===== src/hdl/rcsm_pkg.sv =====
// Shared types and constants of the tone curve mapper.
`default_nettype none
package rcsm_pkg;

   localparam int FRAC_BITS = 16;
   localparam int PT_W      = FRAC_BITS + 1;
   localparam int DIV_STEPS = FRAC_BITS + 1;
   localparam logic [PT_W:0] THREE_ONE = (PT_W + 1)'(3 * (1 << FRAC_BITS));

   localparam logic CMD_LOAD  = 1'b0;
   localparam logic CMD_PIXEL = 1'b1;

   localparam logic [1:0] REG_MASTER = 2'd0;
   localparam logic [1:0] REG_RED    = 2'd1;
   localparam logic [1:0] REG_GREEN  = 2'd2;
   localparam logic [1:0] REG_BLUE   = 2'd3;

   typedef enum logic [3:0] {
      LANE_IDLE,
      LANE_EVAL,
      LANE_LAST,
      LANE_FIRST,
      LANE_SCAN,
      LANE_DIV,
      LANE_SQUARE,
      LANE_SHAPE,
      LANE_BLEND,
      LANE_DONE
   } lane_state_type;

   typedef struct packed {
      logic       done;
      logic [7:0] value;
   } lane_result_type;

endpackage
`default_nettype wire


===== src/hdl/rcsm_ram.sv =====
// Generic single-port-write, registered-read RAM.
`default_nettype none
module rcsm_ram #(
   parameter int WIDTH = 34,
   parameter int DEPTH = 64
) (
   input  wire logic                     clock,
   input  wire logic                     wr_en,
   input  wire logic [$clog2(DEPTH)-1:0] wr_addr,
   input  wire logic [WIDTH-1:0]         wr_data,
   input  wire logic [$clog2(DEPTH)-1:0] rd_addr,
   output logic      [WIDTH-1:0]         rd_data
);

   logic [WIDTH-1:0] mem_ff [DEPTH];
   logic [WIDTH-1:0] rd_data_ff;

   always_ff @(posedge clock) begin
      if (wr_en) begin
         mem_ff[wr_addr] <= wr_data;
      end
      rd_data_ff <= mem_ff[rd_addr];
   end

   assign rd_data = rd_data_ff;

endmodule
`default_nettype wire


===== src/hdl/rcsm_lane.sv =====
// One colour lane: master curve then own curve, with its own copy of the point tables.
`default_nettype none
module rcsm_lane
   import rcsm_pkg::*;
#(
   parameter int MAX_POINTS = 16,
   parameter int OWN_CURVE  = 1
) (
   input  wire logic                              clock,
   input  wire logic                              reset,
   input  wire logic                              start,
   input  wire logic [7:0]                        chan_in,
   input  wire logic [$clog2(MAX_POINTS+1)-1:0]   master_n,
   input  wire logic [$clog2(MAX_POINTS+1)-1:0]   own_n,
   input  wire logic                              wr_en,
   input  wire logic [$clog2(4*MAX_POINTS)-1:0]   wr_addr,
   input  wire logic [2*PT_W-1:0]                 wr_data,
   input  wire logic                              ack,
   output lane_result_type                        result
);

   localparam int NW = $clog2(MAX_POINTS + 1);
   localparam int IW = $clog2(MAX_POINTS);
   localparam int AW = $clog2(4 * MAX_POINTS);
   localparam logic [AW-1:0] OWN_BASE = AW'(OWN_CURVE * MAX_POINTS);

   lane_state_type    state_ff, state_in;
   logic              phase_ff, phase_in;
   logic [PT_W-1:0]   x_ff, x_in;
   logic [IW-1:0]     idx_ff, idx_in;
   logic [PT_W-1:0]   xa_ff, xa_in, ya_ff, ya_in;
   logic [PT_W-1:0]   xl_ff, xl_in, yl_ff, yl_in;
   logic [PT_W-1:0]   yb_ff, yb_in;
   logic [PT_W-1:0]   dv_ff, dv_in;
   logic [PT_W:0]     rem_ff, rem_in;
   logic [PT_W-1:0]   quo_ff, quo_in;
   logic [4:0]        step_ff, step_in;
   logic [PT_W-1:0]   t2_ff, t2_in, s_ff, s_in;
   logic [7:0]        out_ff, out_in;

   logic [NW-1:0]     n;
   logic [IW-1:0]     rd_idx;
   logic [AW-1:0]     rd_addr;
   logic [2*PT_W-1:0] rd_data;
   logic [PT_W-1:0]   rd_x, rd_y;
   logic              res_valid;
   logic [PT_W-1:0]   res_val;
   logic [PT_W:0]     rem_sh;
   logic              ge;
   logic [PT_W-1:0]   mul_a;
   logic [PT_W:0]     mul_b;
   logic [2*PT_W:0]   prod;
   logic [PT_W-1:0]   ydiff;
   logic              yneg;
   logic [PT_W+7:0]   scaled;

   rcsm_ram #(.WIDTH(2 * PT_W), .DEPTH(4 * MAX_POINTS)) u_pts (
      .clock   (clock),
      .wr_en   (wr_en),
      .wr_addr (wr_addr),
      .wr_data (wr_data),
      .rd_addr (rd_addr),
      .rd_data (rd_data)
   );

   assign rd_x    = rd_data[2*PT_W-1:PT_W];
   assign rd_y    = rd_data[PT_W-1:0];
   assign n       = phase_ff ? own_n : master_n;
   assign rd_addr = (phase_ff ? OWN_BASE : AW'(0)) + AW'(rd_idx);
   assign prod    = (2*PT_W+1)'(mul_a) * (2*PT_W+1)'(mul_b);
   assign yneg    = yb_ff < ya_ff;
   assign ydiff   = yneg ? (ya_ff - yb_ff) : (yb_ff - ya_ff);
   assign rem_sh  = (step_ff == 5'd0) ? rem_ff : {rem_ff[PT_W-1:0], 1'b0};
   assign ge      = rem_sh >= {1'b0, dv_ff};

   always_ff @(posedge clock) begin
      if (reset) begin
         state_ff <= LANE_IDLE;
      end else begin
         state_ff <= state_in;
      end
      phase_ff <= phase_in;
      x_ff     <= x_in;
      idx_ff   <= idx_in;
      xa_ff    <= xa_in;
      ya_ff    <= ya_in;
      xl_ff    <= xl_in;
      yl_ff    <= yl_in;
      yb_ff    <= yb_in;
      dv_ff    <= dv_in;
      rem_ff   <= rem_in;
      quo_ff   <= quo_in;
      step_ff  <= step_in;
      t2_ff    <= t2_in;
      s_ff     <= s_in;
      out_ff   <= out_in;
   end

   always_comb begin
      state_in  = state_ff;
      phase_in  = phase_ff;
      x_in      = x_ff;
      idx_in    = idx_ff;
      xa_in     = xa_ff;
      ya_in     = ya_ff;
      xl_in     = xl_ff;
      yl_in     = yl_ff;
      yb_in     = yb_ff;
      dv_in     = dv_ff;
      rem_in    = rem_ff;
      quo_in    = quo_ff;
      step_in   = step_ff;
      t2_in     = t2_ff;
      s_in      = s_ff;
      out_in    = out_ff;
      rd_idx    = '0;
      res_valid = 1'b0;
      res_val   = x_ff;
      mul_a     = quo_ff;
      mul_b     = (PT_W+1)'(quo_ff);
      scaled    = '0;

      case (state_ff)
         LANE_IDLE: begin
            if (start) begin
               // c * 65536 / 255 is c * 257, plus one at full scale
               x_in     = PT_W'({chan_in, chan_in}) + PT_W'(chan_in == 8'hFF);
               phase_in = 1'b0;
               state_in = LANE_EVAL;
            end
         end
         LANE_EVAL: begin
            rd_idx = IW'(n - NW'(1));
            if (n < NW'(2)) begin
               res_valid = 1'b1;
               res_val   = x_ff;
            end else begin
               state_in = LANE_LAST;
            end
         end
         LANE_LAST: begin
            rd_idx   = '0;
            xl_in    = rd_x;
            yl_in    = rd_y;
            state_in = LANE_FIRST;
         end
         LANE_FIRST: begin
            rd_idx = IW'(1);
            if (x_ff <= rd_x) begin
               res_valid = 1'b1;
               res_val   = rd_y;
            end else if (x_ff >= xl_ff) begin
               res_valid = 1'b1;
               res_val   = yl_ff;
            end else begin
               xa_in    = rd_x;
               ya_in    = rd_y;
               idx_in   = IW'(1);
               state_in = LANE_SCAN;
            end
         end
         LANE_SCAN: begin
            rd_idx = idx_ff + IW'(1);
            if (x_ff <= rd_x) begin
               yb_in = rd_y;
               if (rd_x <= xa_ff || x_ff < xa_ff) begin
                  res_valid = 1'b1;
                  res_val   = rd_y;
               end else begin
                  dv_in    = rd_x - xa_ff;
                  rem_in   = {1'b0, x_ff - xa_ff};
                  quo_in   = '0;
                  step_in  = '0;
                  state_in = LANE_DIV;
               end
            end else begin
               // advance to the next point
               xa_in  = rd_x;
               ya_in  = rd_y;
               idx_in = idx_ff + IW'(1);
            end
         end
         LANE_DIV: begin
            rem_in  = ge ? (rem_sh - {1'b0, dv_ff}) : rem_sh;
            quo_in  = {quo_ff[PT_W-2:0], ge};
            step_in = step_ff + 5'd1;
            if (step_ff == 5'(DIV_STEPS - 1)) begin
               state_in = LANE_SQUARE;
            end
         end
         LANE_SQUARE: begin
            mul_a    = quo_ff;
            mul_b    = (PT_W+1)'(quo_ff);
            t2_in    = prod[FRAC_BITS+PT_W-1:FRAC_BITS];
            state_in = LANE_SHAPE;
         end
         LANE_SHAPE: begin
            mul_a    = t2_ff;
            mul_b    = THREE_ONE - {quo_ff, 1'b0};
            s_in     = prod[FRAC_BITS+PT_W-1:FRAC_BITS];
            state_in = LANE_BLEND;
         end
         LANE_BLEND: begin
            mul_a     = s_ff;
            mul_b     = (PT_W+1)'(ydiff);
            res_valid = 1'b1;
            res_val   = yneg ? (ya_ff - prod[FRAC_BITS+PT_W-1:FRAC_BITS])
                             : (ya_ff + prod[FRAC_BITS+PT_W-1:FRAC_BITS]);
         end
         LANE_DONE: begin
            if (ack) begin
               state_in = LANE_IDLE;
            end
         end
         default: begin
            state_in = LANE_IDLE;
         end
      endcase

      if (res_valid) begin
         if (!phase_ff) begin
            x_in     = res_val;
            phase_in = 1'b1;
            state_in = LANE_EVAL;
         end else begin
            scaled   = {res_val, 8'd0} - (PT_W+8)'(res_val);
            out_in   = (scaled[PT_W+7:FRAC_BITS] > (PT_W+8-FRAC_BITS)'(255))
                       ? 8'hFF : scaled[FRAC_BITS+7:FRAC_BITS];
            state_in = LANE_DONE;
         end
      end
   end

   assign result.done  = (state_ff == LANE_DONE);
   assign result.value = out_ff;

endmodule
`default_nettype wire


===== config.mk =====
export PLATFORM = sky130hd
export DESIGN_NAME = rcsm_lane
export DESIGN_NICKNAME = d
export VERILOG_FILES = /design/src/hdl/rcsm_pkg.sv /design/src/hdl/rcsm_ram.sv /design/src/hdl/rcsm_lane.sv
export SDC_FILE = /design/constraint.sdc
export NUM_CORES = 2
export LEC_CHECK = 0
export ABC_AREA = 1
export CAP_MARGIN = 20
export CORE_ASPECT_RATIO = 2
export CORE_MARGIN = 5
export CORE_UTILIZATION = 35
export CTS_CLUSTER_DIAMETER = 120
export DETAILED_ROUTE_END_ITERATION = 16
export DONT_BUFFER_PORTS = 1
export PLACE_DENSITY = 0.48
export SYNTH_ARGS = -nofsm -noshare
export SYNTH_HDL_FRONTEND = slang
export SYNTH_HIERARCHICAL = 1
export SYNTH_SLANG_ARGS = --single-unit

===== constraint.sdc =====
create_clock -name clock -period 15.2 [get_ports clock]
set_clock_uncertainty 0.2 [all_clocks]
set_input_delay 3.04 -clock clock [delete_from_list [all_inputs] [get_ports clock]]
set_output_delay 3.04 -clock clock [all_outputs]
set_load 0.05 [all_outputs]

### Word-level counts from Yosys, hierarchy flattened

Memories as Yosys holds them, arrays and structs flattened. A register that Yosys moved wholly into a read port is not among the register bits.
Cells that the tools add are included.

* register bits: 210
* latch bits: 0
* bits in writable memories: 2176
* ROM bits: 0
* input port bits: 63
* output and inout port bits: 9
* logic and storage cells: 139
* memories: 1

* $add $sub $neg: 14
* multiply operators: 1
* div/mod/pow operators: 0
* $lt $le $gt $ge: 8
* equal/unequal tests: 25
* shifts and indexed selects: 0
* muxes and demuxes: 62
* bitwise gates (word level): 1
* reduce and logical (&&, ||, !) cells: 11

Memories
* u_pts.mem_ff: depth 64, width 34, read ports 1, clocked after Yosys merged registers in 1, wr ports 1, line rcsm_ram.sv:15 `logic [WIDTH-1:0] mem_ff [DEPTH];`

Operators by type and width (count)
* $mux W17: 18
* $pmux W17 S2: 4
* $sub A17 B17 Y17: 5
* $mux W18: 4
* $pmux W18 S2: 2
* $mux W4: 13
* $pmux W17 S3: 1
* $pmux W4 S10: 1
* $le A17 B17 Y1: 2
* $lt A17 B17 Y1: 2
* $mul A17 B18 Y33: 1
* $sub A25 B17 Y25: 1
* $ne A3 B3 Y1 const B: 7
* $mux W5: 4
* $ge A18 B17 Y1: 1
* $sub A18 B17 Y18: 1
* $sub A18 B18 Y18 const A: 1
* $add A16 B1 Y17: 1
* $add A17 B17 Y17: 1
* $ge A17 B17 Y1: 1
* $eq A4 B3 Y1 const B: 4
* $ne A2 B2 Y1 const B: 6
* $pmux W4 S3: 1
* $mux W1: 11
* 24 further kinds: 29

### Depth between registers and ports, before layout

* depth after elaboration: 9
* depth in mapped cells: 77
* depth with buffers taken out: 76

### Modules after synthesis

Netlist, hierarchy kept.

Modules (own cells, without submodules)
* rcsm_ram: instances 1, cells each 7188, area an instance 87941.8 sq um, sequential area each 66023.3 sq um
* rcsm_lane: instances 1, cells each 3721, area an instance 27604.0 sq um, sequential area each 6085.8 sq um

### Least setup slack after synthesis

No wires, ideal clock.

* path kind: register -> register
* start point: register ya_ff[8]
* end point: register out_ff[5], data pin
* arrival: 10.483 ns
* setup slack: 4.256 ns
* cell stages (with the launch flop): 70
* buffers on the path: 2
* period minus slack after synthesis: 10.944 ns
* cells stage by stage: edfxtp_1 > inv_1 > ha_1 > buf_2 > nand2_2 > nor2_2 > nand3_1 > nand3_1 > nand2_1 > nand2_2 > buf_4 > nand3_1 > a21oi_2 > o221ai_1 > or2_1 > nand2_1 > nand3_1 > o21ai_2 > (+34 left out) > o21ai_0 > xor2_1 > inv_1 > nand3_1 > nand2_1 > nand2_1 > nand3_1 > nand2_2 > nand2_2 > ha_1 > a21oi_1 > o21ai_0 > a21oi_1 > nand2_1 > nor2_1 > nand3_1 > nand2_1 > nand3_1

* cells in the longest elaborated chain, start to end: 9

RTL lines
* from (decl): line rcsm_lane.sv:31 `logic [PT_W-1:0] xa_ff, xa_in, ya_ff, ya_in;`
* from (signal assigned): line rcsm_lane.sv:86 `ya_ff <= ya_in;`
* $sub A17 B17 Y17 / $lt A17 B17 Y1 (equally long branches): line rcsm_lane.sv:72, rcsm_lane.sv:71
* $mux W17 (*): line rcsm_lane.sv:72 `assign ydiff = yneg ? (ya_ff - yb_ff) : (yb_ff - ya_ff);`
* $pmux W18 S2 (*): line rcsm_lane.sv:123 `case (state_ff)`
* $mul A17 B18 Y33 (*): line rcsm_lane.sv:70 `assign prod = (2*PT_W+1)'(mul_a) * (2*PT_W+1)'(mul_b);`
* net prod[18]: line rcsm_lane.sv:52 `logic [2*PT_W:0] prod;`
* $add A17 B17 Y17 / $sub A17 B17 Y17 (equally long branches): line rcsm_lane.sv:208, rcsm_lane.sv:207
* $mux W17 (*): line rcsm_lane.sv:207 `res_val = yneg ? (ya_ff - prod[FRAC_BITS+PT_W-1:FRAC_BITS])`
* $pmux W17 S3 (*): line rcsm_lane.sv:123
* $sub A25 B17 Y25 (*): line rcsm_lane.sv:226 `scaled = {res_val, 8'd0} - (PT_W+8)'(res_val);`
* $gt A9 B8 Y1: line rcsm_lane.sv:227 `out_in = (scaled[PT_W+7:FRAC_BITS] > (PT_W+8-FRAC_BITS)'(255))`
* to (signal assigned): line rcsm_lane.sv:96 `out_ff <= out_in;`
* to (decl): line rcsm_lane.sv:39 `logic [7:0] out_ff, out_in;`

The timed path passes the listed nets; every way through them passes the cells marked *.
A chain may end at the register's enable or synchronous reset.

### Worst setup path in the final report

* start point: register ya_ff[5]
* end point: register out_ff[5], data pin

The elaborated chain is that of the path after synthesis.

==> flow_summary.toml <==
[logic_synthesis]
seq_area_frac_synth_pct = 62.41
syn_nets = 11462
synthFlopType = "edfxtp_1"
syn_avg_cell_area_sq_um = 10.59
synth_cells = 10909
syn-cell-area_sq_um = 115500
synth_warnings = 6
synth_edf_count = 2364
async_flop_share_pct = 0
ys_ff_latch = 2420
ys_types = 69

[detailed_routing]
routed_via_density = 5.270
drtIter0Drc = 5709
routed_wirelength_mm = 404.0
vias = 81092
routedWlPerCell_microns = 26.25
drtAntennaViolNets = 0
drcViolationCount = 0
dr.pass1.iters = 6

[placement]
port_buffers = 0
gp_congestion = 0.9053
pre_cts_ws_ns = 1.076
dp_hpwl_mm = 256.6
post-place-cells = 14978

[timing]
rsz0062_at_grt = "false"
min_period_ns = 14.13
slew_viol_final = 0
slew_headroom_pct = 17.54
clock.fmax_mhz = 70.75
finalSetupViolCount = 0
finalCritPeriodShare_pct = 92.99
finalHoldViolCount = 0
setup_ws_ns = 1.066
worst_slew_pin_slew_ns = 1.237
setup_tns_ns = 0

[setup_path]
crit_top_cell = "nand2_1"
crit_path_end_kind = "flop"
arrival_ns = 14.58
max_stage_delay_ns = 0.71
crit_family = "adder cells"
crit_path_start_kind = "flop"
crit_buf_inv = 11
crit_slowest_cell = "fa_1"
cp_max_fo = 16
required_ns = 15.64
crit_type = "reg -> reg"

[power]
swShare_pct = 42.92
leakage_nw = 48.19
internal-power_w = 0.01381
powerDensity_nw_per_um2 = 188.9
p_clk_share_pct = 23.1
combPwrFrac_pct = 44.3
ir_worst_vdd_v = 0.0001941
p_seq_share_pct = 32.6
switchingPower_w = 0.01039

[clock_tree]
clk_latency_ns = 0.91
postCtsSetupBuffers = 0
cts_tree = "yes"
cts_buffer_depth = 4
root_buffer = "clkbuf_16"
cts_num_sinks = 2420
path_clk_slew_ns = 0.07
postCtsHoldBufs = 0
cts_buffers = 223
htree_levels = 4
ctsResizeCount = 0

[layout]
final_cells = 15388
num-fill-cells = 31997
seq_area_sq_um = 72110
layout_commonest_cell = "nand2_1"
nets = 11410
synthToLayoutAreaGrowth_pct = 10.88
multi_input_area_sq_um = 38280
drive_gt1_share_pct = 6.884
final_cell_mix = "nand2_1, edfxtp_1, nand3_1"
utilization_pct = 38.91

[flow_run]
drv_cap = 0

[global_route]
grt_overflow = 0
antenna_found_initial = 5
grt_pass1_wl_mm = 578.5
grt_max_degree = 216
grt_pass1_vias = 81691
grt_use_total_pct = 22.92

[floorplanning]
io_pins = 72
rows = 298
core-area_sq_um = 329200
start_util_pct = 35.10
die_w_microns = 416.3
fp.dieH_microns = 822.6
die_area_sq_um = 342400

[worst_hold_path]
hp-class = "reg -> reg"

[outcome]
status = "completed"
[power by group through the flow]
stage	registers, W	clock network [W]	logic (W)
floorplan	0.00787	0	0.00672
global placement	0.00805	0	0.0107
detailed placement	0.00806	0	0.0107
CTS	0.00791	0.00573	0.0108
global route	0.00791	0.00597	0.0118
finish	0.00790	0.00559	0.0107
[cell families after synthesis]
group / share of synthesized area [%]
compound gates: 2.159
simple gates: 22.76
flops: 62.41
xor+xnor: 0.6356
buf+inv: 4.988
fa+ha+maj: 6.878
other cells: 0.003245
mux: 0.1646
[per-layer routing]
metal / routed length (microns) / global-route usage (%) / vias up / share of wire, %
li1: - / - / 37165 / -
met1: 138700 / 23.53 / 40959 / 34
met2: 224500 / 44.88 / 2136 / 56
met3: 15210 / 2.253 / 828 / 3.8
met4: 25520 / 12.68 / 4 / 6.3
met5: 28 / 0 / - / 0.0069
[registers in the layout, summed over array words and instances (netlist names), 4 cells and up]
| register | cells |
|---|---|
| state_ff | 4 |
| rem_ff | 18 |
| u_pts/mem_ff | 2176 |
| t2_ff | 17 |
| s_ff | 17 |
| xa_ff | 17 |
| quo_ff | 17 |
| out_ff | 8 |
| ya_ff | 17 |
| step_ff | 5 |
| yl_ff | 17 |
| u_pts/rd_data | 34 |
| x_ff | 17 |
| yb_ff | 17 |
| idx_ff | 4 |
| dv_ff | 17 |
| xl_ff | 17 |
[synthesized netlist by cell type, types with 12 or more instances]
cell      number  share of area, %
edfxtp_1    2364                61
o21ai_0      116              0.50
nor3_1        36              0.16
inv_1        759               2.5
clkbuf_1     130              0.42
buf_4         55              0.36
dfxtp_1       56              0.97
ha_1         248               2.7
nand4_1       49              0.27
buf_2        302               1.3
nand3_1     2219               9.6
nor2_1       463               1.5
buf_1         44              0.14
o211ai_1      29              0.19
nand2_1     3271                11
or2_2         12             0.065
a31oi_1       25              0.14
xor2_1        48              0.36
a21oi_1      186              0.81
buf_6         19              0.19
xnor2_1       34              0.26
nor4_1        13             0.070
inv_2         20             0.065
fa_1         242               4.2
nand2_2       19              0.10
mux2i_1       19              0.16
[path summary, 6_finish.rpt]
kind | start | endpoint | slack (ns) | cells past startpoint
max | ya_ff[5] | out_ff[5] | 1.07 | 64
min | u_pts/rd_data[22] | xl_ff[5] | 0.33 | 0
max reg2reg | ya_ff[5] | out_ff[5] | 1.07 | 64
min reg2reg | u_pts/rd_data[22] | xl_ff[5] | 0.33 | 0
[per-stage QoR]
step	area (sq um)	total power, W	hold slack, ns
global placement	121000	0.01877	0.3242
CTS	128000	0.02441	0.3333
floorplan	115500	0.01458	0.2429
detailed placement	121000	0.01878	0.3349
finish	128100	0.02420	0.3257
global route	128100	0.02564	0.3474
[worst reg2reg max path: cells and delay by family (launching register included)]
kind	cells	cell delay, ns
buffers and inverters	11	1.40
xor gates and xnor gates	2	0.64
DFF	1	0.53
AOI/OAI and AO/OA	9	2.17
adders and majority gates	10	4.81
and+or+nand+nor	32	4.11
[cell type report]
class / count / area share (%)
antenna: 12 / 0.02344
clock buffer: 271 / 4.537
clock inverter: 123 / 0.9073
inverter: 787 / 2.336
multi-input combinational: 7151 / 29.88
sequential: 2420 / 56.29
tap: 4350 / 4.248
timing repair buffer: 274 / 1.781
(Power assumes the default switching activity.)
