==> src/hdl/rcsm_pkg.sv <==
// Shared types and constants of the tone curve mapper.
`default_nettype none
package rcsm_pkg;

   localparam int FRAC_BITS = 16;
   localparam int PT_W      = FRAC_BITS + 1;
   localparam int DIV_STEPS = FRAC_BITS + 1;
   localparam logic [PT_W:0] THREE_ONE = (PT_W + 1)'(3 * (1 << FRAC_BITS));

   localparam logic CMD_LOAD  = 1'b0;
   localparam logic CMD_PIXEL = 1'b1;

   localparam logic [1:0] REG_MASTER = 2'd0;
   localparam logic [1:0] REG_RED    = 2'd1;
   localparam logic [1:0] REG_GREEN  = 2'd2;
   localparam logic [1:0] REG_BLUE   = 2'd3;

   typedef enum logic [3:0] {
      LANE_IDLE,
      LANE_EVAL,
      LANE_LAST,
      LANE_FIRST,
      LANE_SCAN,
      LANE_DIV,
      LANE_SQUARE,
      LANE_SHAPE,
      LANE_BLEND,
      LANE_DONE
   } lane_state_type;

   typedef struct packed {
      logic       done;
      logic [7:0] value;
   } lane_result_type;

endpackage
`default_nettype wire

==> src/hdl/rcsm_merge.sv <==
// Merge stage: collects the three lane results and alpha into the result register.
`default_nettype none
module rcsm_merge
   import rcsm_pkg::*;
(
   input  wire logic            clock,
   input  wire logic            reset,
   input  wire logic            pix_start,
   input  wire logic [7:0]      alpha_in,
   input  wire lane_result_type lane_res [3],
   output logic                 ack,
   output logic                 busy,
   output logic                 rsp_valid,
   input  wire logic            rsp_stall,
   output logic [7:0]           rsp_red_out,
   output logic [7:0]           rsp_green_out,
   output logic [7:0]           rsp_blue_out,
   output logic [7:0]           rsp_alpha_out
);

   logic       busy_ff, busy_in;
   logic       valid_ff, valid_in;
   logic [7:0] alpha_ff, alpha_nx;
   logic [7:0] red_ff, green_ff, blue_ff, aout_ff;
   logic       all_done;

   assign all_done = lane_res[0].done && lane_res[1].done && lane_res[2].done;
   assign ack      = busy_ff && all_done && (!valid_ff || !rsp_stall);

   always_comb begin
      busy_in  = busy_ff;
      valid_in = valid_ff;
      alpha_nx = alpha_ff;
      if (valid_ff && !rsp_stall) begin
         valid_in = 1'b0;
      end
      if (ack) begin
         busy_in  = 1'b0;
         valid_in = 1'b1;
      end
      if (pix_start) begin
         busy_in  = 1'b1;
         alpha_nx = alpha_in;
      end
   end

   always_ff @(posedge clock) begin
      if (reset) begin
         busy_ff  <= 1'b0;
         valid_ff <= 1'b0;
      end else begin
         busy_ff  <= busy_in;
         valid_ff <= valid_in;
      end
      alpha_ff <= alpha_nx;
      if (ack) begin
         red_ff   <= lane_res[0].value;
         green_ff <= lane_res[1].value;
         blue_ff  <= lane_res[2].value;
         aout_ff  <= alpha_ff;
      end
   end

   assign busy          = busy_ff;
   assign rsp_valid     = valid_ff;
   assign rsp_red_out   = red_ff;
   assign rsp_green_out = green_ff;
   assign rsp_blue_out  = blue_ff;
   assign rsp_alpha_out = aout_ff;

endmodule
`default_nettype wire

==> config.mk <==
export PLATFORM = sky130hd
export DESIGN_NAME = rcsm_merge
export DESIGN_NICKNAME = d
export VERILOG_FILES = /design/src/hdl/rcsm_pkg.sv /design/src/hdl/rcsm_merge.sv
export SDC_FILE = /design/constraint.sdc
export NUM_CORES = 1
export LEC_CHECK = 0
export ABC_CLOCK_PERIOD_IN_PS = 6480
export BUFFER_PORTS_ARGS = -buffer_cell sky130_fd_sc_hd__buf_2
export CELL_PAD_IN_SITES_DETAIL_PLACEMENT = 2
export CELL_PAD_IN_SITES_GLOBAL_PLACEMENT = 2
export CORE_MARGIN = 2
export CORE_UTILIZATION = 30
export DETAILED_ROUTE_END_ITERATION = 12
export PLACE_DENSITY = 0.86
export SLEW_MARGIN = 20
export SYNTH_ARGS = -nofsm -noshare
export SYNTH_HDL_FRONTEND = slang
export SYNTH_SLANG_ARGS = --single-unit
export TNS_END_PERCENT = 20
==> constraint.sdc <==
create_clock -name clock -period 6.48 [get_ports clock]
set_input_delay 1.296 -clock clock [delete_from_list [all_inputs] [get_ports clock]]
set_output_delay 1.296 -clock clock [all_outputs]
set_load 0.03 [all_outputs]
After elaboration in Yosys (flattened, before gate mapping)
Index checks and enable logic that the tools add are counted.
{ "totals": {"mem_bits_rw": 0, "inputBits": 39, "elab_cells": 21, "mem_bits_ro": 0, "latch_bits": 0, "mem_count": 0, "regBits": 42} }
{ "op_classes": {"n_shift": 0, "add_sub_neg": 0, "mul": 0, "n_eq_ne": 0, "div_mod_pow": 0, "mux": 4, "reduce_logical": 10, "magnitude_cmp": 0, "n_bitwise": 0} }
{ "op_table": {"columns": ["cell", "count"], "rows": [
  ["1-bit logical AND", 5],
  ["1-bit two-way mux", 4],
  ["2-bit nonzero test", 2],
  ["1-bit logical NOT", 2],
  ["1-bit logical OR", 1]
]} }

Logic depth before layout (Yosys ltp)
Gate-level depths: netlist of run 1.
{ "logic_depth": {"depth_word": 6, "mapped_depth": 2, "depth_no_buf": 2} }

Least setup slack after synthesis of run 1
No wires, ideal clock.
{ "synth_timing": {"path_type": "in2out", "start": "in lane_res[8] in the netlist's numbering", "end": "out ack", "slack_ns": 1.734, "t_arrival_ns": 3.450, "stages": 2, "t_required_ns": 5.184, "cell_sequence": "nand4_2 -> a21oi_1"} }
{ "synth_between": {"elab_chain_len": 3} }
{ "synth_rtl": {"columns": ["element", "line", "rtl"], "rows": [
  ["from (decl)", "rcsm_merge.sv:10", "input wire lane_result_type lane_res [3],"],
  ["1-bit logical AND", "rcsm_merge.sv:27", "assign all_done = lane_res[0].done && lane_res[1].done && lane_res[2].done;"],
  ["1-bit logical AND (2 in series)", "rcsm_merge.sv:28", "assign ack = busy_ff && all_done && (!valid_ff || !rsp_stall);"],
  ["to (decl)", "rcsm_merge.sv:11", "output logic ack,"]
]} }
No other way between the ends.

Final worst setup path of run 1
Same ends and word-level chain as after synthesis.

==> flow_metrics.py, run 1 <==
metrics = {
    "die": {
        "coreArea_um2": 4060,
        "ioPinCount": 74,
        "fp-row-count": 23,
        "initial_core_util_pct": 31.8,
        "die_x_um": 69.6,
        "die_area_um2": 4840,
        "dieHeight_um": 69.6,
    },
    "grt": {
        "grt_antenna_before_repair": 0,
        "grt_overflow": 0,
        "grt_usage_pct": 11.6,
        "grt_use_met1_pct": 10.8,
        "grt_start_max_net_pins": 34,
        "grt_pass1_wl_um": 4210,
        "busiest_layer": "met2",
        "use_met2_pct": 20.9,
        "grt_pass1_vias": 868,
        "use_met3_pct": 7.41,
    },
    "cells_and_area": {
        "nets": 168,
        "drive_gt1_share_pct": 62.3,
        "areaGrowthSynthToFinish_pct": 40.3,
        "num_antenna_cells": 0,
    },
    "worst_setup_path": {
        "cpLargestDelayFamily": "compound AO/OA/AOI/OAI gates",
        "cpPeakStageDelay_ps": 800,
        "reg2reg_depth": 2,
        "worstPathArrival_ps": 2700,
        "path_buf_inv": 2,
        "worst-path-stages": 4,
        "endpoint_kind": "primary output",
        "ff2ff_setup_slack_ps": 4780,
        "setup.worst_path.class": "primary input to primary output",
        "path_common_cell": "buf_2",
        "required_ps": 5180,
        "crit_chain": "buf_2 -> nand4_2 -> a21oi_4 -> buf_2",
        "cp-start-kind": "primary input",
        "cp_slowest_cell": "a21oi_4",
        "critPathMaxFanout": 33,
    },
    "place": {
        "gp_congestion": 0.650,
        "pre_cts_ws_ps": 2470,
        "io_buffers": 73,
    },
    "yosys": {
        "synth_edf_count": 40,
        "yosys.area_share.adder_pct": 0,
        "synthArstFlopShare_pct": 0,
        "netlist_area_um2": 1290,
        "yosysMostFrequentCell": "edfxtp_1",
        "synthMuxAreaShare_pct": 0,
        "ys_top_cells_by_count": "edfxtp_1, a21oi_1, dfxtp_1",
        "synth_top_family_by_area": "compound AO/OA/AOI/OAI gates",
        "synth-simple-area-share_pct": 1.26,
        "syn_inst": 49,
        "synthFlopType": "edfxtp_1",
        "ys_seq_area_share_pct": 96.2,
        "synth_top_area_share_pct": 93.1,
        "ys.warnings.count": 0,
        "synth_cell_types": 8,
        "synth-xor-area-share_pct": 0,
        "syn_nets": 88,
        "ys_seq_elements": 42,
        "syn_area_per_cell_um2": 26.3,
        "synth-compound-area-share_pct": 2.23,
        "yosysTopAreaCell": "edfxtp_1",
        "ys_top_cells_by_area": "edfxtp_1, dfxtp_1, nand4_2, o221a_1, a21oi_1",
    },
    "clocking": {
        "clock-sinks": 42,
        "postCtsHoldBufs": 0,
        "cts_tree": "built",
        "htree_levels": 2,
        "clockBufferDepth": 2,
        "clock_latency_ps": 280,
        "cts_root_buffer": "clkbuf_8",
        "clkTransAtPathRegs_ps": 70,
        "ctsResizeCount": 0,
        "cts-buffers-inserted": 5,
        "post_cts_buffers": 0,
    },
    "routing": {
        "antenna_left": 0,
        "viasPerCell": 4.17,
        "wl_per_cell_um": 14.7,
        "dr.pass1.iters": 3,
        "routed_wl_um": 2650,
        "vias": 750,
        "drt_iter0_drc": 28,
        "post-route-drc-count": 0,
    },
    "sta": {
        "rsz0062_at_grt": "no",
        "worst_slack_ps": 2490,
        "fmax_ghz": 0.250,
        "min_period_ps": 3990,
        "tightestPinTransition_ps": 1020,
        "slew_viol_final": 0,
        "relSlewSlack_pct": 31.6,
        "min_period_over_period_pct": 61.6,
        "finalClockSkew_ps": 5.67,
        "setup_violations": 0,
        "holdWs_ps": 420,
        "hold_violations": 0,
        "finalSetupTns_ps": 0,
    },
    "pwr": {
        "p_per_area_nw_per_um2": 269,
        "p_leak_uw": 0.000743,
        "ir_drop_mv": 0.175,
    },
    "worst_hold_path": {
        "hold_path.class": "flop to flop",
        "holdPathStages": 0,
    },
    "run_status": {
        "outcome": "completed",
    },
    "job": {
        "max_cap_violations": 0,
    },
}
[sequential cells by signal, indices dropped and copies added, names as in the netlist]
name	count
alpha_ff	8
busy	1
rsp_alpha_out	8
rsp_blue_out	8
rsp_green_out	8
rsp_red_out	8
rsp_valid	1
[worst register-to-register path: stages (launching register included)]
cell	delay, ps
dfxtp_1	360
nand4_2	140
a21oi_4	810
[metrics by stage]
stage               utilization (%)  power [uW]  instances  area [um2]
floorplan                         -         324         49        1290
global placement               42.6         339        172        1730
detailed placement             42.6         342        172        1730
CTS                            44.6         495        180        1810
global route                   44.6         509        180        1810
finish                         44.6         487        180        1810
[routing by layer]
layer	vias to the layer above	routed length, um
met3	0	331
met4	0	0
met5	-	0
met1	348	873
li1	355	-
met2	47	1440
[cell families after synthesis]
group	after synthesis
AOI/OAI and AO/OA	4
and+or+nand+nor	2
buffers and inverters	1
DFF	42
[cell usage in the layout, fill, tap and decap left out, types with 2 or more instances in the layout]
cell and instances:
buf_2 73, clkbuf_8 5, dfxtp_1 2, edfxtp_1 40
[final timing paths]
path / startpoint / endpoint
hold / removal: alpha_ff[3] / rsp_alpha_out[3]
hold reg to reg: alpha_ff[3] / rsp_alpha_out[3]
setup / recovery: lane_res[8] / ack
setup reg to reg: busy / rsp_red_out[4]
[report_power, final]
part           switching, uW  internal [uW]
clock network           78.2           73.9
registers               2.29            306
logic                   15.4           11.1
total                   95.9            391
[final cells by class]
type	instances	area, um2
Multi-Input combinational cell	6	56.3
Clock buffer	6	72.6
Clock inverter	2	8.76
Fill cell	392	2250
Timing Repair Buffer	73	365
Inverter	1	3.75
Sequential cell	42	1240
Tap cell	50	62.6
No activity file was read; power rests on OpenSTA's default activity.
==> run 2: changes to the inputs <==
--- a/config.mk
+++ b/config.mk
@@ -5,14 +5,14 @@
 export SDC_FILE = /design/constraint.sdc
 export NUM_CORES = 1
 export LEC_CHECK = 0
-export ABC_CLOCK_PERIOD_IN_PS = 6480
+export ABC_CLOCK_PERIOD_IN_PS = 3900
 export BUFFER_PORTS_ARGS = -buffer_cell sky130_fd_sc_hd__buf_2
 export CELL_PAD_IN_SITES_DETAIL_PLACEMENT = 2
 export CELL_PAD_IN_SITES_GLOBAL_PLACEMENT = 2
 export CORE_MARGIN = 2
-export CORE_UTILIZATION = 30
+export CORE_UTILIZATION = 28
 export DETAILED_ROUTE_END_ITERATION = 12
-export PLACE_DENSITY = 0.86
+export PLACE_DENSITY = 0.81
 export SLEW_MARGIN = 20
 export SYNTH_ARGS = -nofsm -noshare
 export SYNTH_HDL_FRONTEND = slang
==> constraint.sdc (replaced) <==
create_clock -name clock -period 3.9 [get_ports clock]
set_input_delay 0.78 -clock clock [delete_from_list [all_inputs] [get_ports clock]]
set_output_delay 0.78 -clock clock [all_outputs]
set_load 0.03 [all_outputs]
==> run 2 against run 1 <==
Effect of this change:
- clock power is 66% higher
- first-iteration DRC count is 32% higher
- sequential cell count did not move
- largest power group unchanged
==> flow_metrics.py, run 2 (synthesis results as in run 1) <==
metrics = {
    "clocking": {
        "ctsResizeCount": 0,
        "cts_root_buffer": "clkbuf_8",
        "clock_latency_ps": 280,
        "htree_levels": 2,
        "post_cts_buffers": 0,
        "clockBufferDepth": 2,
        "clkTransAtPathRegs_ps": 70,
        "postCtsHoldBufs": 0,
        "clock-sinks": 42,
        "cts-buffers-inserted": 5,
        "cts_tree": "built",
    },
    "routing": {
        "viasPerCell": 4.24,
        "antenna_left": 0,
        "vias": 772,
        "post-route-drc-count": 0,
        "dr.pass1.iters": 2,
        "routed_wl_um": 2790,
        "drt_iter0_drc": 37,
        "wl_per_cell_um": 15.3,
    },
    "job": {
        "max_cap_violations": 0,
    },
    "grt": {
        "grt_antenna_before_repair": 1,
        "grt_pass1_wl_um": 4290,
        "grt_start_max_net_pins": 33,
        "grt_pass1_vias": 846,
        "grt_overflow": 0,
        "grt_usage_pct": 11.7,
    },
    "cells_and_area": {
        "drive_gt1_share_pct": 62.3,
        "nets": 169,
        "final_common_cell": "buf_2",
        "num_antenna_cells": 0,
        "most-common-layout-cells": "buf_2, edfxtp_1, clkbuf_8",
        "finish.utilization_pct": 41.4,
        "areaGrowthSynthToFinish_pct": 40.7,
    },
    "die": {
        "die_area_um2": 5170,
        "ioPinCount": 74,
        "fp-row-count": 24,
        "dieHeight_um": 71.9,
        "initial_core_util_pct": 29.4,
        "coreArea_um2": 4380,
        "die_x_um": 71.9,
    },
    "sta": {
        "fmax_ghz": 0.459,
        "finalClockSkew_ps": 3.27,
        "rsz0062_at_grt": "no",
        "min_period_ps": 2180,
        "hold_violations": 0,
        "min_period_over_period_pct": 55.9,
        "slew_viol_final": 0,
        "worst_slack_ps": 1720,
        "tightestPinTransition_ps": 390,
        "finalSetupTns_ps": 0,
        "setup_violations": 0,
        "holdWs_ps": 425,
        "relSlewSlack_pct": 74.0,
    },
    "worst_setup_path": {
        "reg2reg_depth": 3,
        "crit_start": "lane_res[8]",
        "worstPathArrival_ps": 1400,
        "cp-start-kind": "primary input",
        "cp_slowest_cell": "buf_2",
        "crit_chain": "buf_2 -> nand4_2 -> a21oi_4 -> buf_2",
        "endpoint_kind": "primary output",
        "required_ps": 3120,
        "setup.worst_path.class": "primary input to primary output",
        "path_common_cell": "buf_2",
        "r2r-start": "busy",
        "cpPeakStageDelay_ps": 220,
        "critPathMaxFanout": 3,
    },
    "worst_hold_path": {
        "holdPathStages": 0,
        "hp-start": "alpha_ff[6]",
        "hold_path.class": "flop to flop",
    },
    "pwr": {
        "p_leak_uw": 0.000744,
        "ir_drop_mv": 0.216,
        "p_per_area_nw_per_um2": 445,
    },
    "place": {
        "gp_congestion": 0.710,
        "io_buffers": 73,
        "pre_cts_ws_ps": 1730,
    },
    "run_status": {
        "outcome": "completed",
    },
}
## run 2: changes by cell type in the layout (fill, tap and decap cells not counted), sizes merged
| cell | previous run | this run |
|---|---|---|
| buf | 73 | 74 |
| clkinv | 2 | 0 |
| clkbuf | 6 | 7 |
## run 2: routing by layer
metal,part of all wire [%],track usage (%),vias up
met5,0.61,0,-
met4,1.2,3.77,2
met3,12,7.31,6
met2,54,20.9,49
met1,31,11.0,361
li1,-,-,354
## run 2: power by group
group | switching [uW] | internal, uW | leakage [uW] | total [uW]
logic | 25.3 | 18.6 | 0.000321 | 43.9
clock network | 128 | 123 | 0.0000383 | 252
registers | 3.96 | 508 | 0.000384 | 512
total | 158 | 650 | 0.000744 | 808
## run 2: final timing paths
kind | end | slack (ps)
hold reg to reg | rsp_alpha_out[6] | 420
setup reg to reg | rsp_green_out[6] | 2490
setup / recovery | ack | 1720
hold / removal | rsp_alpha_out[6] | 420
## run 2: critical path, delay by kind of cell
family                 cells  cell delay (ps)
buffers and inverters      2              300
AO/OA/AOI/OAI              1              160
AND/OR/NAND/NOR            1              150
## run 2: per-stage QoR
step                total power (uW)  instance area [um2]  std cells
finish                           808                 1820        182
global route                     849                 1820        182
CTS                              824                 1820        182
detailed placement               568                 1740        175
global placement                 564                 1740        175
floorplan                        538                 1290         49
## run 2: final cells by class
cell class,instances,area (um2)
Inverter,1,3.75
Tap cell,52,65.1
Timing Repair Buffer,74,373
Multi-Input combinational cell,6,56.3
Sequential cell,42,1240
Clock buffer,7,76.3
Fill cell,436,2570
==> run 3: changes to the inputs <==
--- a/config.mk
+++ b/config.mk
@@ -5,14 +5,15 @@
 export SDC_FILE = /design/constraint.sdc
 export NUM_CORES = 1
 export LEC_CHECK = 0
-export ABC_CLOCK_PERIOD_IN_PS = 3900
+export ABC_AREA = 1
+export ABC_CLOCK_PERIOD_IN_PS = 2000
 export BUFFER_PORTS_ARGS = -buffer_cell sky130_fd_sc_hd__buf_2
 export CELL_PAD_IN_SITES_DETAIL_PLACEMENT = 2
 export CELL_PAD_IN_SITES_GLOBAL_PLACEMENT = 2
 export CORE_MARGIN = 2
-export CORE_UTILIZATION = 28
+export CORE_UTILIZATION = 25
 export DETAILED_ROUTE_END_ITERATION = 12
-export PLACE_DENSITY = 0.81
+export PLACE_DENSITY = 0.77
 export SLEW_MARGIN = 20
 export SYNTH_ARGS = -nofsm -noshare
 export SYNTH_HDL_FRONTEND = slang
==> constraint.sdc (replaced) <==
create_clock -name clock -period 2 [get_ports clock]
set_input_delay 0.4 -clock clock [delete_from_list [all_inputs] [get_ports clock]]
set_output_delay 0.4 -clock clock [all_outputs]
set_load 0.03 [all_outputs]
==> run 3 against run 2 <==
Effect of this change:
- clock skew up 1.5 ps
- first-iteration DRC count down 32%
- global-route usage down 1.4 points
- critical path type is now flop to primary output
- non-clock buffer count up 1
- highest routed layer is now met4
==> flow_metrics.py, run 3 <==
metrics = {
    "worst_setup_path": {
        "r2r-start": "busy",
        "crit_chain": "nand4_1 -> nor2_4 -> buf_2",
        "critPathMaxFanout": 3,
        "r2r_end": "rsp_red_out[1]",
        "endpoint_kind": "primary output",
        "ff2ff_setup_slack_ps": 740,
        "reg2reg_depth": 3,
        "cp-start-kind": "flop",
        "cp_slowest_cell": "dfxtp_1",
        "cpLargestDelayFamily": "flip-flops",
        "required_ps": 1600,
        "cpPeakStageDelay_ps": 360,
        "setup.worst_path.class": "flop to primary output",
        "path_buf_inv": 1,
        "worstPathArrival_ps": 1190,
    },
    "worst_hold_path": {
        "hold_path.class": "primary input to flop",
        "holdPathStages": 1,
        "whs_endpoint": "alpha_ff[2]",
        "hp-start": "alpha_in[2]",
    },
    "cells_and_area": {
        "seqCellArea_um2": 1240,
        "fillers": 522,
        "finish.utilization_pct": 37.1,
        "areaGrowthSynthToFinish_pct": 46.0,
        "drive_gt1_share_pct": 63.4,
        "nets": 172,
        "multi_input_area_um2": 41.3,
        "num_antenna_cells": 0,
        "final_common_cell": "buf_2",
        "most-common-layout-cells": "buf_2, edfxtp_1, clkbuf_8",
    },
    "routing": {
        "post-route-drc-count": 0,
        "vias": 777,
        "antenna_left": 0,
        "routed_wl_um": 2850,
        "wl_per_cell_um": 13.9,
        "viasPerCell": 3.81,
        "dr.pass1.iters": 2,
        "drt_iter0_drc": 25,
    },
    "yosys": {
        "syn_nets": 90,
        "syn_inst": 51,
        "synth-compound-area-share_pct": 1.17,
        "ys_top_cells_by_area": "edfxtp_1, dfxtp_1, a21oi_1, nand4_1, nand3_1",
        "yosysMostFrequentCell": "edfxtp_1",
        "synth-xor-area-share_pct": 0,
        "synth_edf_count": 40,
        "synth_top_area_share_pct": 93.7,
        "ys_seq_area_share_pct": 96.8,
        "netlist_area_um2": 1280,
        "ys.warnings.count": 0,
        "synthMuxAreaShare_pct": 0,
        "ys_top_cells_by_count": "edfxtp_1, a21oi_1, dfxtp_1",
        "synth-simple-area-share_pct": 1.46,
        "synth_top_family_by_area": "simple AND/OR/NAND/NOR gates",
        "syn_area_per_cell_um2": 25.1,
        "ys_seq_elements": 42,
        "synthFlopType": "edfxtp_1",
        "yosysTopAreaCell": "edfxtp_1",
        "synth_cell_types": 10,
        "synthArstFlopShare_pct": 0,
        "yosys.area_share.adder_pct": 0,
    },
    "sta": {
        "slew_viol_final": 0,
        "finalClockSkew_ps": 4.79,
        "setup_violations": 0,
        "min_period_ps": 1590,
        "min_period_over_period_pct": 79.6,
        "relSlewSlack_pct": 85.2,
        "hold_violations": 0,
        "worst_slack_ps": 409,
        "finalSetupTns_ps": 0,
        "rsz0062_at_grt": "no",
        "tightestPinTransition_ps": 222,
        "fmax_ghz": 0.628,
    },
    "clocking": {
        "cts-buffers-inserted": 5,
        "cts_tree": "built",
        "clock_latency_ps": 290,
        "post_cts_buffers": 0,
        "htree_levels": 2,
        "postCtsHoldBufs": 0,
        "ctsResizeCount": 0,
        "cts_root_buffer": "clkbuf_8",
        "clock-sinks": 42,
        "clockBufferDepth": 2,
        "clkTransAtPathRegs_ps": 80,
    },
    "job": {
        "max_cap_violations": 0,
    },
    "grt": {
        "grt_pass1_wl_um": 4130,
        "grt_start_max_net_pins": 19,
        "grt_usage_pct": 10.4,
        "grt_overflow": 0,
        "grt_antenna_before_repair": 0,
        "grt_pass1_vias": 840,
    },
    "pwr": {
        "p_total_uw": 1750,
        "ir_drop_mv": 0.531,
        "p_per_area_nw_per_um2": 933,
        "p_leak_uw": 0.000759,
    },
    "die": {
        "initial_core_util_pct": 25.4,
        "coreArea_um2": 5040,
        "die_x_um": 75.6,
        "die_area_um2": 5720,
        "dieHeight_um": 75.6,
        "fp-row-count": 26,
        "ioPinCount": 74,
    },
    "run_status": {
        "outcome": "completed",
    },
    "place": {
        "pre_cts_ws_ps": 562,
        "gp_congestion": 0.723,
        "place_hpwl_um": 2310,
        "io_buffers": 73,
    },
}
-- run 3: cell types whose count changed after synthesis --
| cell | delta |
|---|---|
| a21o_1 | -1 |
| nand4_2 | -1 |
| nor2_1 | +1 |
| nand4_1 | +1 |
| o221a_1 | -1 |
| nand3_1 | +1 |
| o21ai_1 | +1 |
| inv_2 | +1 |
-- run 3: report_power, final --
group | internal (uW) | switching (uW)
combinational | 35.6 | 47.9
clock | 371 | 295
sequential | 990 | 7.26
-- run 3: worst max-delay path by stage --
stage	startpoint	to	slack, ps	cells after the start
global route	busy	ack	330	3
global placement	lane_res[8]	ack	600	4
CTS	busy	ack	390	3
floorplan	busy	ack	210	2
finish	busy	ack	410	3
detailed placement	lane_res[8]	ack	560	4
-- run 3: kinds of logic after synthesis --
logic type | after synthesis
buf+inv | 2
flops | 42
simple gates | 4
compound gates | 3
-- run 3: layout make-up --
type,count,area share (%)
clock inverter,3,2.41
inverter,2,0.401
sequential,42,66.3
multi-input combinational,7,2.21
tap,70,4.68
clock buffer,5,3.68
timing repair buffer,75,20.3
-- run 3: worst reg2reg max path: stages, from the launching register on --
cell     delay, ps
dfxtp_1        360
nand4_1        180
nor2_4         150
buf_4          260
-- run 3: metrics by stage --
step                      instance area [um2]  hold WS (ps)  instances
after floorplan                          1290           400         51
after global placement                   1760           401        196
after detailed placement                 1760           412        196
after CTS                                1870           268        204
after global routing                     1870           265        204
final                                    1870           277        204
-- run 3: per-layer routing --
layer,share of wire [%],global-route usage [%]
met5,0,0
met4,0.74,2.34
met3,12,6.48
met2,56,19.0
met1,31,9.67
